[src/design/ust_pkg.sv]
// Shared types, widths and saturating helpers for the upwind stencil builder.
// Used by ust_div, ust_mul, the top level and the checker; no dependencies.
`timescale 1ns / 1ps
`default_nettype none

package ust_pkg;

  localparam int DATA_W        = 32;            // Q15.F input word
  localparam int COEF_W        = 48;            // Q31.F coefficient
  localparam int FRAC_BITS_DEF = 16;
  localparam int SQ_W          = 2 * DATA_W - 1; // |beta|^2 fits here
  localparam int DEN_W         = 2 * DATA_W;    // widest divisor: dx+ * dx-
  localparam int S_DATA_W      = 3 * DATA_W;
  localparam int M_DATA_W      = 3 * COEF_W;
  localparam int WIDE_W        = COEF_W + 2;

  localparam logic signed [COEF_W-1:0] COEF_MAX = {1'b0, {(COEF_W-1){1'b1}}};
  localparam logic signed [COEF_W-1:0] COEF_MIN = {1'b1, {(COEF_W-1){1'b0}}};
  localparam logic signed [WIDE_W-1:0] WIDE_MAX = {2'b00, COEF_MAX};
  localparam logic signed [WIDE_W-1:0] WIDE_MIN = {2'b11, COEF_MIN};

  // Divider status toward the sequencer
  typedef struct packed {
    logic              done;
    logic              over;   // quotient ran past 2^COEF_W
    logic [COEF_W-1:0] quot;
  } div_res_t;

  function automatic logic signed [COEF_W-1:0] sat48(input logic signed [WIDE_W-1:0] v);
    logic signed [COEF_W-1:0] r;
    if (v > WIDE_MAX) begin
      r = COEF_MAX;
    end else if (v < WIDE_MIN) begin
      r = COEF_MIN;
    end else begin
      r = v[COEF_W-1:0];
    end
    return r;
  endfunction

  function automatic logic signed [COEF_W-1:0] add48(input logic signed [COEF_W-1:0] a,
                                                     input logic signed [COEF_W-1:0] b);
    logic signed [WIDE_W-1:0] s;
    s = WIDE_W'(a) + WIDE_W'(b);
    return sat48(s);
  endfunction

  function automatic logic signed [COEF_W-1:0] sub48(input logic signed [COEF_W-1:0] a,
                                                     input logic signed [COEF_W-1:0] b);
    logic signed [WIDE_W-1:0] s;
    s = WIDE_W'(a) - WIDE_W'(b);
    return sat48(s);
  endfunction

  // Apply the numerator sign to an unsigned quotient and saturate
  function automatic logic signed [COEF_W-1:0] qsat(input logic neg, input logic over,
                                                    input logic [COEF_W-1:0] quot);
    logic signed [COEF_W-1:0] r;
    if (!neg) begin
      r = (over || quot[COEF_W-1]) ? COEF_MAX : quot;
    end else if (over || (quot[COEF_W-1] && (|quot[COEF_W-2:0]))) begin
      r = COEF_MIN;
    end else begin
      r = -quot;
    end
    return r;
  endfunction

endpackage

`default_nettype wire

[src/design/ust_mul.sv]
// Registered 32x32 unsigned multiplier shared for beta^2 and dx+ * dx-.
// Depends on ust_pkg for the operand width.
`timescale 1ns / 1ps
`default_nettype none

module ust_mul (
  input  logic                          clk,
  input  logic                          en,
  input  logic [ust_pkg::DATA_W-1:0]    op_a,
  input  logic [ust_pkg::DATA_W-1:0]    op_b,
  output logic [2*ust_pkg::DATA_W-1:0]  prod
);
  import ust_pkg::*;

  logic [2*DATA_W-1:0] op_a_w, op_b_w;

  assign op_a_w = {{DATA_W{1'b0}}, op_a};
  assign op_b_w = {{DATA_W{1'b0}}, op_b};

  // hold the product until the next enabled cycle
  always_ff @(posedge clk) begin
    if (en) begin
      prod <= op_a_w * op_b_w;
    end
  end

endmodule

`default_nettype wire

[config.mk]
export PLATFORM = sky130hd
export DESIGN_NAME = ust_mul
export DESIGN_NICKNAME = d
export VERILOG_FILES = /design/src/design/ust_pkg.sv /design/src/design/ust_mul.sv
export SDC_FILE = /design/constraint.sdc
export NUM_CORES = 2
export LEC_CHECK = 0
export BUFFER_PORTS_ARGS = -buffer_cell sky130_fd_sc_hd__buf_2
export CAP_MARGIN = 15
export CORE_AREA = 2 2 284 286
export DETAILED_ROUTE_END_ITERATION = 16
export DIE_AREA = 0 0 286 288
export PLACE_DENSITY = 0.65
export RECOVER_POWER = 50
export SYNTH_ARGS = -nofsm -noshare
export SYNTH_HDL_FRONTEND = slang
export SYNTH_SLANG_ARGS = --single-unit
[constraint.sdc]
create_clock -name clk -period 7.2 [get_ports clk]
set_input_delay 0.72 -clock clk [delete_from_list [all_inputs] [get_ports clk]]
set_output_delay 0.72 -clock clk [all_outputs]
set_load 0.005 [all_outputs]
# ---- Word-level counts from Yosys, hierarchy flattened
# Index checks and enable logic that the tools add are counted.
dict set report totals {
  ram_bits 0
  ff_bits 64
  latchBits 0
  mem_count 0
  word_cells 2
  rom_bits 0
  inputBits 66
}
dict set report op_classes {
  shift 0
  mux 0
  div 0
  add_sub_neg 0
  n_lt_le_gt_ge 0
  multipliers 1
  eq_ne 0
  bitwise_logic 0
  n_reduce_logical 0
}
# cell n
set op_table {}
lappend op_table {{32-bit by 32-bit multiplier with 64-bit output} 1}

# ---- Depth between registers and ports, before layout
dict set report logic_depth {
  depth_word 1
  ltp_mapped 29
  depth_no_buf 27
}

# ---- Worst setup path before layout
# OpenSTA, ideal clock, no wires.
dict set report synth_timing {
  path_kind {input -> register}
  from {in op_a[25] (netlist name)}
  to {reg prod[62] (netlist name) (data pin)}
  path_slack_ps -399
  stages 25
  required_time_ps 6938
  arrival_ps 7337
  path_buffers 2
  setup_time_ps 262
  cell_sequence {clkbuf_1 -> nand2_1 -> fa_1 -> inv_1 -> fa_1 -> inv_1 -> fa_1 -> inv_1 -> fa_1 -> fa_1 -> fa_1 -> fa_1 -> inv_1 -> fa_1 -> inv_1 -> ha_1 -> buf_2 -> nand4_1 -> or4_1 -> or3_1 -> a31oi_1 -> a31o_2 -> a211oi_1 -> o21ai_1 -> xor2_1}
}
dict set report synth_between {
  elab_chain_cells 1
}
# element line_no
set synth_rtl {}
lappend synth_rtl {{start: declaration} ust_mul.sv:9} ;# input logic [ust_pkg::DATA_W-1:0] op_a,
lappend synth_rtl {{32-bit by 32-bit multiplier with 64-bit output} ust_mul.sv:23} ;# prod <= op_a_w * op_b_w;
lappend synth_rtl {{end signal: assignment} ust_mul.sv:23}
lappend synth_rtl {{end: declaration} ust_mul.sv:11} ;# output logic [2*ust_pkg::DATA_W-1:0] prod
# Every way passes these cells.
# A chain may end at the register's enable or synchronous reset.

# ---- Worst setup path in the final report
dict set report layout_timing {
  from {in op_a[9] (netlist name)}
  to {reg prod[62] (netlist name) (data pin)}
}
# Same word-level chain as after synthesis.

==> results.yml <==
outcome:
  status: "finished, violations left"
  violations: "capacitance limit, slew limit, setup timing"
worst_setup_path:
  crit_top_cell: "fa_1"
  worstSetupStartpointType: "input pin"
  worstPathArrival_ns: 7.49
  critPathMaxStageDelay_ns: 0.61
  worstSetupPathType: "input pin to register"
  startpoint: "op_a[9]"
  crit_fanout: 6
  endpoint: "prod[62]$_DFFE_PP_"
  slowest_stage: "fa_1"
  worstPathRequired_ns: 7.29
  worst_setup_path_end_kind: "register"
  path_cells: "buf_16 -> buf_6 -> and2_4 -> fa_1 -> inv_2 -> fa_1 -> inv_2 -> fa_1 -> fa_1 -> fa_1 -> fa_1 -> fa_2 -> fa_1 -> ha_4 -> nand2_2 -> or4_4 -> or3_4 -> a31oi_4 -> buf_6 -> a31o_4 -> a211oi_4 -> o21ai_2 -> xor2_1"
logic_synthesis:
  synth_top_area_frac: 0.508
  yosysSeqAreaShare: 0.0544
  yosysWarnings: 0
  yosysTopAreaCell: "fa_1"
  yosysMostFrequentCell: "fa_1"
  synth_common_cells: "fa_1 (896), inv_1 (865), and2_1 (602)"
  synth-edff-count: 64
  syn-instance-count: 3748
  synth_seq_cells: 64
  synth.cell_area_um2: 35300
  synth_area_per_cell_um2: 9.42
  yosys.cell_types.count: 57
  synthTopCellsByArea: "fa_1 (51%), and2_1 (11%), ha_1 (9.3%), inv_1 (9.2%), edfxtp_1 (5.4%)"
  ys.flop_type: "edfxtp_1"
  ys_async_sr_fraction: 0
  syn_nets: 4973
floorplan:
  die-area_um2: 82400
  die_x_um: 286
  start_util: 0.443
  io_pins: 130
  die_h_um: 288
  coreArea_um2: 79600
  rows: 104
timing:
  final_hold_viol_count: 0
  tightest_slew_ns: 3.58
  tns_ns: -2.37
  min_period_over_period: 1.03
  fin_hold_ws_ns: 1.13
  fin_crit_ns: 7.40
  maxSlewHeadroom: -1.38
  setup_ws_ns: -0.203
  max_freq_mhz: 135
  rsz0062_at_grt: "yes"
  slew_viol_final: 65
  setup_violations: 26
drt:
  first_pass_iters: 8
  dr_total_vias: 26700
  ant_nets: 0
  routedWlPerCell_um: 20.1
  drc: 0
  vias_per_cell: 5.16
  wirelength_um: 104000
  drt_iter0_drc: 1640
global_routing:
  grt_overflow: 0
  grt_pass1_vias: 29200
  grt_util_all_layers: 0.259
  grt_max_degree: 65
  grt_pass1_wl_um: 164000
  antenna_found_initial: 4
cts:
  clk_path_buf_depth: 2
  cts_made_buffers: 9
  clockRootBuffer: "clkbuf_16"
  cts_tree: "done"
  cts.sinks: 64
  h-tree-depth: 3
  path_clk_slew_ns: 0.06
final_layout:
  top_regs: "prod x64"
  layout-drive-gt1-share: 0.186
  largest_reg_flops: 64
  area_delta_synth_final_pct: 19.1
  max_flop_register: "prod"
  layout.nets: 5335
min_path:
  hold_class: "input pin to register"
place:
  post-place-ws_ns: -0.955
  dpl.hpwl_um: 86600
  gp_congestion: 0.917
  portBuffers: 129
flow_run:
  cap_viol_max_count: 1
[final cells by class]
cell class                      instances  area [um^2]
Timing Repair Buffer                  571         5050
Antenna cell                            3         7.51
Clock buffer                            9          225
Clock inverter                          7         93.8
Tap cell                             1060         1330
Multi-Input combinational cell       2599        30200
Inverter                              865         3250
Fill cell                            7221        37600
Sequential cell                        64         1920
[worst min-delay path by stage]
stage,startpoint,cells after the start,slack (ns),to
2_1_floorplan,en,0,0.83,prod[0]$_DFFE_PP_
3_5_place_dp,prod[4]$_DFFE_PP_,1,1.11,prod[4]
3_3_place_gp,prod[3]$_DFFE_PP_,1,1.11,prod[3]
6_report,op_b[0],3,1.13,prod[0]$_DFFE_PP_
4_1_cts,op_b[0],3,1.12,prod[0]$_DFFE_PP_
5_1_grt,op_b[0],3,1.13,prod[0]$_DFFE_PP_
[critical path: cells and delay by family]
kind / cells / cell delay, ns
compound gates: 4 / 0.60
fa+ha+maj: 9 / 4.49
buf+inv: 5 / 0.47
xor+xnor: 1 / 0.07
simple gates: 4 / 1.09
[cells in the final DEF (no fill, tap or decap), types with 13 or more instances in the layout]
cell type  Yosys  routed
a21o_1        40      40
a21oi_1       63      46
a21oi_2        3      15
and2_1       602     569
and2_4         0      33
and3_1        14      13
buf_12         0      30
buf_2          6      66
buf_4          0     369
buf_6          0      67
buf_8          0      17
clkbuf_16      0      13
edfxtp_1      64      64
fa_1         896     858
fa_2           0      38
ha_1         263     246
ha_4           0      17
inv_1        865     845
inv_2          0      20
nand2_1      480     473
nand4_1       23      23
nor2_1        20      17
o21ai_0       21      16
xnor2_1       35      28
xor2_1        25      21
[metrics by stage]
step | util | area, um^2 | instances
2_1_floorplan | - | 35700 | 3748
3_3_place_gp | 0.497 | 39600 | 5097
5_1_grt | 0.528 | 42100 | 5176
6_report | 0.528 | 42100 | 5178
4_1_cts | 0.520 | 41400 | 5156
3_5_place_dp | 0.497 | 39600 | 5097
[routing by layer]
layer,vias up,global-route usage,share of wire
met2,933,0.460,0.51
met4,2,0.0935,0.042
met5,-,0,0.00013
met3,225,0.0392,0.060
met1,13900,0.321,0.38
li1,11600,-,-
[kinds of logic after synthesis]
kind of cell / after synthesis / share of synthesized area
muxes: 1 / 0.000283
and+or+nand+nor: 1177 / 0.173
AOI/OAI and AO/OA: 202 / 0.0408
DFF: 64 / 0.0544
xor gates and xnor gates: 60 / 0.0149
buffers and inverters: 1085 / 0.116
adders and majority gates: 1159 / 0.601
[repair_timing]
action / in CTS / in global routing
hold buffers: 0 / 0
buffers inserted: 40 / 15
setup endpoints to repair: 31 / 38
pin swaps: 115 / 73
resized for setup: 272 / 112
gates cloned: 4 / 4
Power is left out: the tool's default activity adds up to more than one toggle a clock period on the data nets, which glitch-free logic cannot reach.
