<file path="src/design/ust_pkg.sv">
// Shared types, widths and saturating helpers for the upwind stencil builder.
// Used by ust_div, ust_mul, the top level and the checker; no dependencies.
`timescale 1ns / 1ps
`default_nettype none

package ust_pkg;

  localparam int DATA_W        = 32;            // Q15.F input word
  localparam int COEF_W        = 48;            // Q31.F coefficient
  localparam int FRAC_BITS_DEF = 16;
  localparam int SQ_W          = 2 * DATA_W - 1; // |beta|^2 fits here
  localparam int DEN_W         = 2 * DATA_W;    // widest divisor: dx+ * dx-
  localparam int S_DATA_W      = 3 * DATA_W;
  localparam int M_DATA_W      = 3 * COEF_W;
  localparam int WIDE_W        = COEF_W + 2;

  localparam logic signed [COEF_W-1:0] COEF_MAX = {1'b0, {(COEF_W-1){1'b1}}};
  localparam logic signed [COEF_W-1:0] COEF_MIN = {1'b1, {(COEF_W-1){1'b0}}};
  localparam logic signed [WIDE_W-1:0] WIDE_MAX = {2'b00, COEF_MAX};
  localparam logic signed [WIDE_W-1:0] WIDE_MIN = {2'b11, COEF_MIN};

  // Divider status toward the sequencer
  typedef struct packed {
    logic              done;
    logic              over;   // quotient ran past 2^COEF_W
    logic [COEF_W-1:0] quot;
  } div_res_t;

  function automatic logic signed [COEF_W-1:0] sat48(input logic signed [WIDE_W-1:0] v);
    logic signed [COEF_W-1:0] r;
    if (v > WIDE_MAX) begin
      r = COEF_MAX;
    end else if (v < WIDE_MIN) begin
      r = COEF_MIN;
    end else begin
      r = v[COEF_W-1:0];
    end
    return r;
  endfunction

  function automatic logic signed [COEF_W-1:0] add48(input logic signed [COEF_W-1:0] a,
                                                     input logic signed [COEF_W-1:0] b);
    logic signed [WIDE_W-1:0] s;
    s = WIDE_W'(a) + WIDE_W'(b);
    return sat48(s);
  endfunction

  function automatic logic signed [COEF_W-1:0] sub48(input logic signed [COEF_W-1:0] a,
                                                     input logic signed [COEF_W-1:0] b);
    logic signed [WIDE_W-1:0] s;
    s = WIDE_W'(a) - WIDE_W'(b);
    return sat48(s);
  endfunction

  // Apply the numerator sign to an unsigned quotient and saturate
  function automatic logic signed [COEF_W-1:0] qsat(input logic neg, input logic over,
                                                    input logic [COEF_W-1:0] quot);
    logic signed [COEF_W-1:0] r;
    if (!neg) begin
      r = (over || quot[COEF_W-1]) ? COEF_MAX : quot;
    end else if (over || (quot[COEF_W-1] && (|quot[COEF_W-2:0]))) begin
      r = COEF_MIN;
    end else begin
      r = -quot;
    end
    return r;
  endfunction

endpackage

`default_nettype wire

</file>
<file path="src/design/ust_div.sv">
// Bit-serial restoring divider: one quotient bit per cycle, saturation flag.
// Depends on ust_pkg for widths and the div_res_t status struct.
`timescale 1ns / 1ps
`default_nettype none

module ust_div #(
  parameter  int FRAC_BITS = ust_pkg::FRAC_BITS_DEF,
  localparam int DVD_W     = ust_pkg::SQ_W + FRAC_BITS - 1,
  localparam int CNT_W     = $clog2(DVD_W + 1)
) (
  input  logic                       clk,
  input  logic                       rst,
  input  logic                       start,
  input  logic [DVD_W-1:0]           dividend,  // left aligned
  input  logic [CNT_W-1:0]           nbits,     // significant dividend bits
  input  logic [ust_pkg::DEN_W-1:0]  divisor,
  output ust_pkg::div_res_t          res
);
  import ust_pkg::*;

  logic [DVD_W-1:0]  dvd;
  logic [DEN_W-1:0]  den;
  logic [DEN_W-1:0]  rem;
  logic [COEF_W-1:0] quo;
  logic              over;
  logic              busy;
  logic              done;
  logic [CNT_W-1:0]  cnt;
  logic [DEN_W:0]    trial;
  logic              ge;
  logic              last_step;

  assign trial     = {rem, dvd[DVD_W-1]};
  assign ge        = trial >= {1'b0, den};
  assign last_step = busy && (cnt == CNT_W'(1));

  always_ff @(posedge clk) begin
    if (rst) begin
      busy <= 1'b0;
      done <= 1'b0;
    end else begin
      done <= last_step;
      if (start) begin
        busy <= 1'b1;
      end else if (last_step) begin
        busy <= 1'b0;
      end
    end
  end

  always_ff @(posedge clk) begin
    if (start) begin
      dvd  <= dividend;
      den  <= divisor;
      rem  <= '0;
      quo  <= '0;
      over <= 1'b0;
      cnt  <= nbits;
    end else if (busy) begin
      dvd  <= {dvd[DVD_W-2:0], 1'b0};
      rem  <= ge ? DEN_W'(trial - {1'b0, den}) : trial[DEN_W-1:0];
      over <= over | quo[COEF_W-1];
      quo  <= {quo[COEF_W-2:0], ge};
      cnt  <= cnt - 1'b1;
    end
  end

  assign res = '{done: done, over: over, quot: quo};

endmodule

`default_nettype wire

</file>
<file path="config.mk">
export PLATFORM = sky130hd
export DESIGN_NAME = ust_div
export DESIGN_NICKNAME = d
export VERILOG_FILES = /design/src/design/ust_pkg.sv /design/src/design/ust_div.sv
export SDC_FILE = /design/constraint.sdc
export NUM_CORES = 1
export LEC_CHECK = 0
export BUFFER_PORTS_ARGS = -buffer_cell sky130_fd_sc_hd__buf_2
export CORE_MARGIN = 4
export CORE_UTILIZATION = 40
export CTS_CLUSTER_DIAMETER = 80
export DETAILED_ROUTE_END_ITERATION = 12
export GPL_TIMING_DRIVEN = 0
export PLACE_DENSITY = 0.58
export SYNTH_ARGS = -nofsm -noshare
export SYNTH_HDL_FRONTEND = slang
export SYNTH_SLANG_ARGS = --single-unit
</file>
<file path="constraint.sdc">
create_clock -name clk -period 3.7 [get_ports clk]
set_clock_uncertainty 0.2 [all_clocks]
set_input_delay 0 -clock clk [delete_from_list [all_inputs] [get_ports clk]]
set_output_delay 0 -clock clk [all_outputs]
set_load 0.005 [all_outputs]
</file>
**Yosys cells after proc, flatten, opt, wreduce, memory -nomap -nowiden**

Index checks and enable logic that the tools add are counted.

- Output and inout bits: 50
- Bits of input ports: 152
- Logic and storage cells: 23
- Register bits: 264

- $add $sub $neg: 2
- Mux-type cells: 7
- Bitwise operators: 1
- Reductions and logical operators: 3
- Order comparisons: 1
- Equality and inequality tests: 1

Operators by type and width:

| operator | count |
|---|---|
| 78-bit 2-to-1 mux | 2 |
| 65-bit by 64-bit >= comparator with 1-bit output | 1 |
| 64-bit 2-to-1 mux | 1 |
| 64-bit subtractor | 1 |
| 7-bit 2-to-1 mux | 2 |
| 7-bit by 1-bit equality test with 1-bit output (second input constant) | 1 |
| 7-bit by 1-bit subtractor with 7-bit output (second input constant) | 1 |
| 2-bit nonzero test | 2 |
| 1-bit 2-to-1 mux | 2 |
| 1-bit logical AND | 1 |
| 1-bit bitwise OR | 1 |

**Depth between registers and ports, before layout**

- Depth in word-level cells: 4
- Depth in mapped cells: 15
- Gate-level depth less buffers: 13

**Worst setup path after synthesis**

OpenSTA, ideal clock, no wires.

- Path type: flip-flop to flip-flop
- Start point: reg den[41]
- End point: reg rem[62]
- Setup time: 0.125 ns
- Clock period less this slack: 3.310 ns
- Path buffers: 3
- Slack: 0.390 ns
- Cell stages (with the launch flop): 14
- Data arrival time: 2.985 ns
- Required time: 3.375 ns
- Cell sequence: edfxtp_1 -> inv_1 -> ha_1 -> clkbuf_1 -> nand4_1 -> or4_1 -> or4_1 -> nor4_2 -> a2111oi_2 -> o31a_1 -> buf_2 -> buf_2 -> a32oi_1 -> o31ai_1

- Longest elaborated chain between the ends: 2

Ends and longest elaborated chain:

| what | line | source |
|---|---|---|
| from (decl) | ust_div.sv:22 | `logic [DEN_W-1:0] den;` |
| from (signal assigned) | ust_div.sv:54 | `den <= divisor;` |
| 64-bit subtractor or 65-bit by 64-bit >= comparator with 1-bit output (tied branches) | ust_div.sv:61, ust_div.sv:34 |  |
| 64-bit 2-to-1 mux (*) | ust_div.sv:61 | `rem <= ge ? DEN_W'(trial - {1'b0, den}) : trial[DEN_W-1:0];` |
| to (signal assigned) | ust_div.sv:61 |  |
| to (decl) | ust_div.sv:23 | `logic [DEN_W-1:0] rem;` |

Every way passes the cells marked *; elsewhere a longest branch is shown, timed or not.
A chain may end at the register's enable or synchronous reset.

**Worst setup path after layout**

- Start point: reg den[1]
- End point: reg rem[62]

Same word-level chain as after synthesis.

==> impl_metrics.yaml <==
run_status:
  outcome: "finished clean"
flow_run:
  cap_violations: 0
global_route:
  grt_pass1_wl_um: 67300
  antenna_found_initial: 2
  grt_use_total_pct: 21.1
  grt-ovfl-total: 0
  grt_pass1_vias: 12700
  grt_max_degree: 66
die:
  die_h_um: 198
  start_util_pct: 40.5
  core_area_um2: 35500
  row_count: 69
  die_w_um: 198
  dieArea_um2: 39000
  ios: 202
hold_path:
  holdPathStages: 4
  hold_path_end: "cnt[2]"
  hp-class: "in2reg"
  min_from: "nbits[2]"
setup_path:
  r2r_cells: 13
  critPathKind: "reg2reg"
  cp_data_required_time_ps: 3970
  crit_path_start_kind: "flip-flop"
  worstPathArrival_ps: 3880
  crit_top_cell: "o31a_1"
  crit_buf_inv: 3
  crit_family: "compound AO/OA/AOI/OAI gates"
  rrSetupSlack_ps: 90
  cp_cell_sequence: "inv_2, ha_4, nor2b_4, o31a_1, o21a_2, a21oi_4, o311a_4, o41a_1, o31a_1, buf_6, buf_12, a32oi_1, o31ai_1"
  r2r_start: "den[1]"
  critical_path.slowest_cell: "o41a_1"
  crit_fanout: 10
  critPathCaptureType: "flip-flop"
  slowest_delay_ps: 470
  rr_endpoint: "rem[62]"
timing:
  fin_hold_ws_ps: 29.6
  min_period_ps: 3610
  fmax_mhz: 277
  setup_violations: 0
  fin_tns_setup_ps: 0
  period_share_pct: 97.7
  hold_viol_final: 0
  rsz0062_at_grt: "yes"
  tightest_slew_ps: 898
  slew_violations: 0
  slew_headroom_pct: 39.9
synth:
  synth_xor_area_share_pct: 3.29
  synthFlopType: "edfxtp_1"
  synth.area.mux_share_pct: 9.82
  synth_simple_gate_area_share_pct: 12.3
  synth.cell_area_um2: 14400
  avgSynthCellArea_um2: 9.90
  synth-seq-cells: 264
  yosysSeqAreaShare_pct: 47.2
  synth_fa_ha_area_share_pct: 5.89
  synth_edf_count: 149
  ys_warn_count: 0
  synth_cells: 1451
  synth_top_family_by_area: "compound AO/OA/AOI/OAI gates"
  synth_compound_area_share_pct: 16.3
  ys_async_sr_fraction_pct: 0
  synth_nets: 1670
  ys_types: 65
cts:
  clk_pin_slew_ps: 60
  cts_buffer_depth: 3
  cts_inserted_buffers: 30
  cts_sinks: 264
  clock_latency_ps: 590
  root_buffer: "clkbuf_16"
  cts_tree: "yes"
  htree_levels: 1
placed_design:
  gp_congestion: 0.977
  dp_hpwl_um: 29800
  dp.cells: 2114
  dpl-instance-area_um2: 16000
  io_buffer_count: 201
detailed_routing:
  drtAntennaViolNets: 0
  drt-vias-per-instance: 5.28
  drt_iter0_markers: 875
  drcViolationCount: 0
  vias: 12600
  wirelength_um: 42600
  first_pass_iters: 7
  wl_per_cell_um: 17.8
final_layout:
  fin_cells: 2393
  final_layout_size_suffix_gt1_share_pct: 23.7
  area_growth_syn_to_layout_pct: 37.7
  nets: 2125
  final.fill_count: 3168
  stdcell_area_um2: 19800
  fin_util_pct: 55.7
power:
  pwr_density_cell_nw_per_um2: 430
  p_leak_nw: 8.34
  peakVddDrop_v: 0.000480
-- sequential cells by signal (all words and copies together), names as in the netlist --
| register | flops |
|---|---|
| rem | 64 |
| dvd | 78 |
| over | 1 |
| quo | 48 |
| den | 64 |
| done | 1 |
| busy | 1 |
| cnt | 7 |
-- synth_stat cells, drive strengths merged (3+ instances only) --
cell type / number / area, um^2
and2: 9 / 56.3
ha: 66 / 826
nand2b: 7 / 43.8
a211oi: 19 / 143
mux2: 80 / 901
nor2b: 8 / 50.1
inv: 89 / 334
a311oi: 41 / 359
mux2i: 51 / 510
a2111oi: 4 / 47.6
nand3: 14 / 70.1
edfxtp: 149 / 4470
clkbuf: 62 / 233
buf: 36 / 190
o31ai: 11 / 87.6
o21ai: 56 / 280
dfxtp: 115 / 2300
o21a: 8 / 61.3
nor2: 146 / 548
nor3: 12 / 60.1
nand2: 153 / 574
o211ai: 5 / 37.5
o31a: 3 / 26.3
o21bai: 23 / 173
or4: 5 / 37.5
or3: 6 / 37.5
a21o: 48 / 360
nor4: 4 / 31.3
xor2: 22 / 193
and4: 4 / 35.0
xnor2: 32 / 280
and3: 4 / 25.0
a221oi: 5 / 43.8
a31oi: 8 / 50.1
a21oi: 92 / 460
nand4: 25 / 156
-- layout by cell type (no fill, tap or decap), types with 31 or more instances in the layout --
| cell type | instances |
|---|---|
| o21ai_0 | 41 |
| nand2_1 | 151 |
| mux2i_1 | 51 |
| inv_1 | 87 |
| dfxtp_1 | 115 |
| a21o_1 | 48 |
| clkbuf_1 | 58 |
| buf_2 | 204 |
| a21oi_1 | 85 |
| xnor2_1 | 32 |
| ha_1 | 49 |
| dlygate4sd3_1 | 216 |
| clkbuf_16 | 31 |
| nor2_1 | 145 |
| mux2_2 | 79 |
| edfxtp_1 | 149 |
-- where the power goes --
part	total (W)	switching [W]	internal, W	leakage (nW)
sequential	0.00347	0.000113	0.00336	2.42
combinational	0.00206	0.00113	0.000934	5.44
clock	0.00298	0.00124	0.00175	0.481
total	0.00851	0.00248	0.00604	8.34
-- logic make-up (layout without fill, tap and decap cells) --
family / Yosys count / after routing
and+or+nand+nor: 402 / 402
adders and majority gates: 67 / 67
xor gates and xnor gates: 54 / 54
other: 0 / 2
DFF: 264 / 264
AOI/OAI and AO/OA: 346 / 346
buffers and inverters: 187 / 666
muxes: 131 / 131
-- worst register-to-register path, stage by stage (launching register included) --
cell      delay, ps
edfxtp_1        450
inv_2            70
ha_4            270
nor2b_4         140
o31a_1          170
o21a_2          190
a21oi_4         100
o311a_4         390
o41a_1          480
o31a_1          420
buf_6           200
buf_12          150
a32oi_1         200
o31ai_1         100
-- area by class of cell --
type                       count  area, um^2  area share, %
antenna                        2        5.00         0.0253
buffer                        84         509           2.57
clock buffer                  45         858           4.34
clock inverter                11         131          0.664
inverter                      89         337           1.70
multi-input combinational   1000        7240           36.6
sequential                   264        6780           34.3
tap                          461         577           2.92
timing repair buffer         437        3340           16.9
-- routing by layer --
| layer | part of all wire (%) | global-route usage (%) | vias up |
|---|---|---|---|
| li1 | - | - | 6167 |
| met4 | 2.0 | 4.28 | 0 |
| met5 | 0 | 0 | - |
| met3 | 7.8 | 6.11 | 56 |
| met2 | 46 | 34.5 | 371 |
| met1 | 44 | 28.3 | 6036 |
-- timing repair --
action,4_1_cts,5_1_grt
endpoints found under the setup margin,65,65
pin swaps,9,21
buffers inserted,6,12
gates cloned,0,1
hold buffers,216,0
endpoints found under the hold margin,215,0
gates resized for setup,33,107
-- through the flow --
step / power, W / worst slack [ps]
finish: 0.00851 / 85.1
global route: 0.00896 / -29.2
CTS: 0.00843 / 21.2
detailed placement: 0.00518 / -541
global placement: 0.00517 / -2150
floorplan: 0.00469 / 390
-- worst max-delay path by stage --
| stage | start | end | slack (ps) | cells after the start |
|---|---|---|---|---|
| 6_report | den[1] | rem[62] | 90 | 13 |
| 5_1_grt | den[37] | rem[45] | -30 | 13 |
| 4_1_cts | den[1] | rem[5] | 20 | 13 |
| 3_5_place_dp | den[1] | rem[46] | -540 | 12 |
| 3_3_place_gp | start | dvd[19] | -2150 | 5 |
| 2_1_floorplan | den[41] | rem[62] | 390 | 13 |
(Power assumes the default switching activity.)
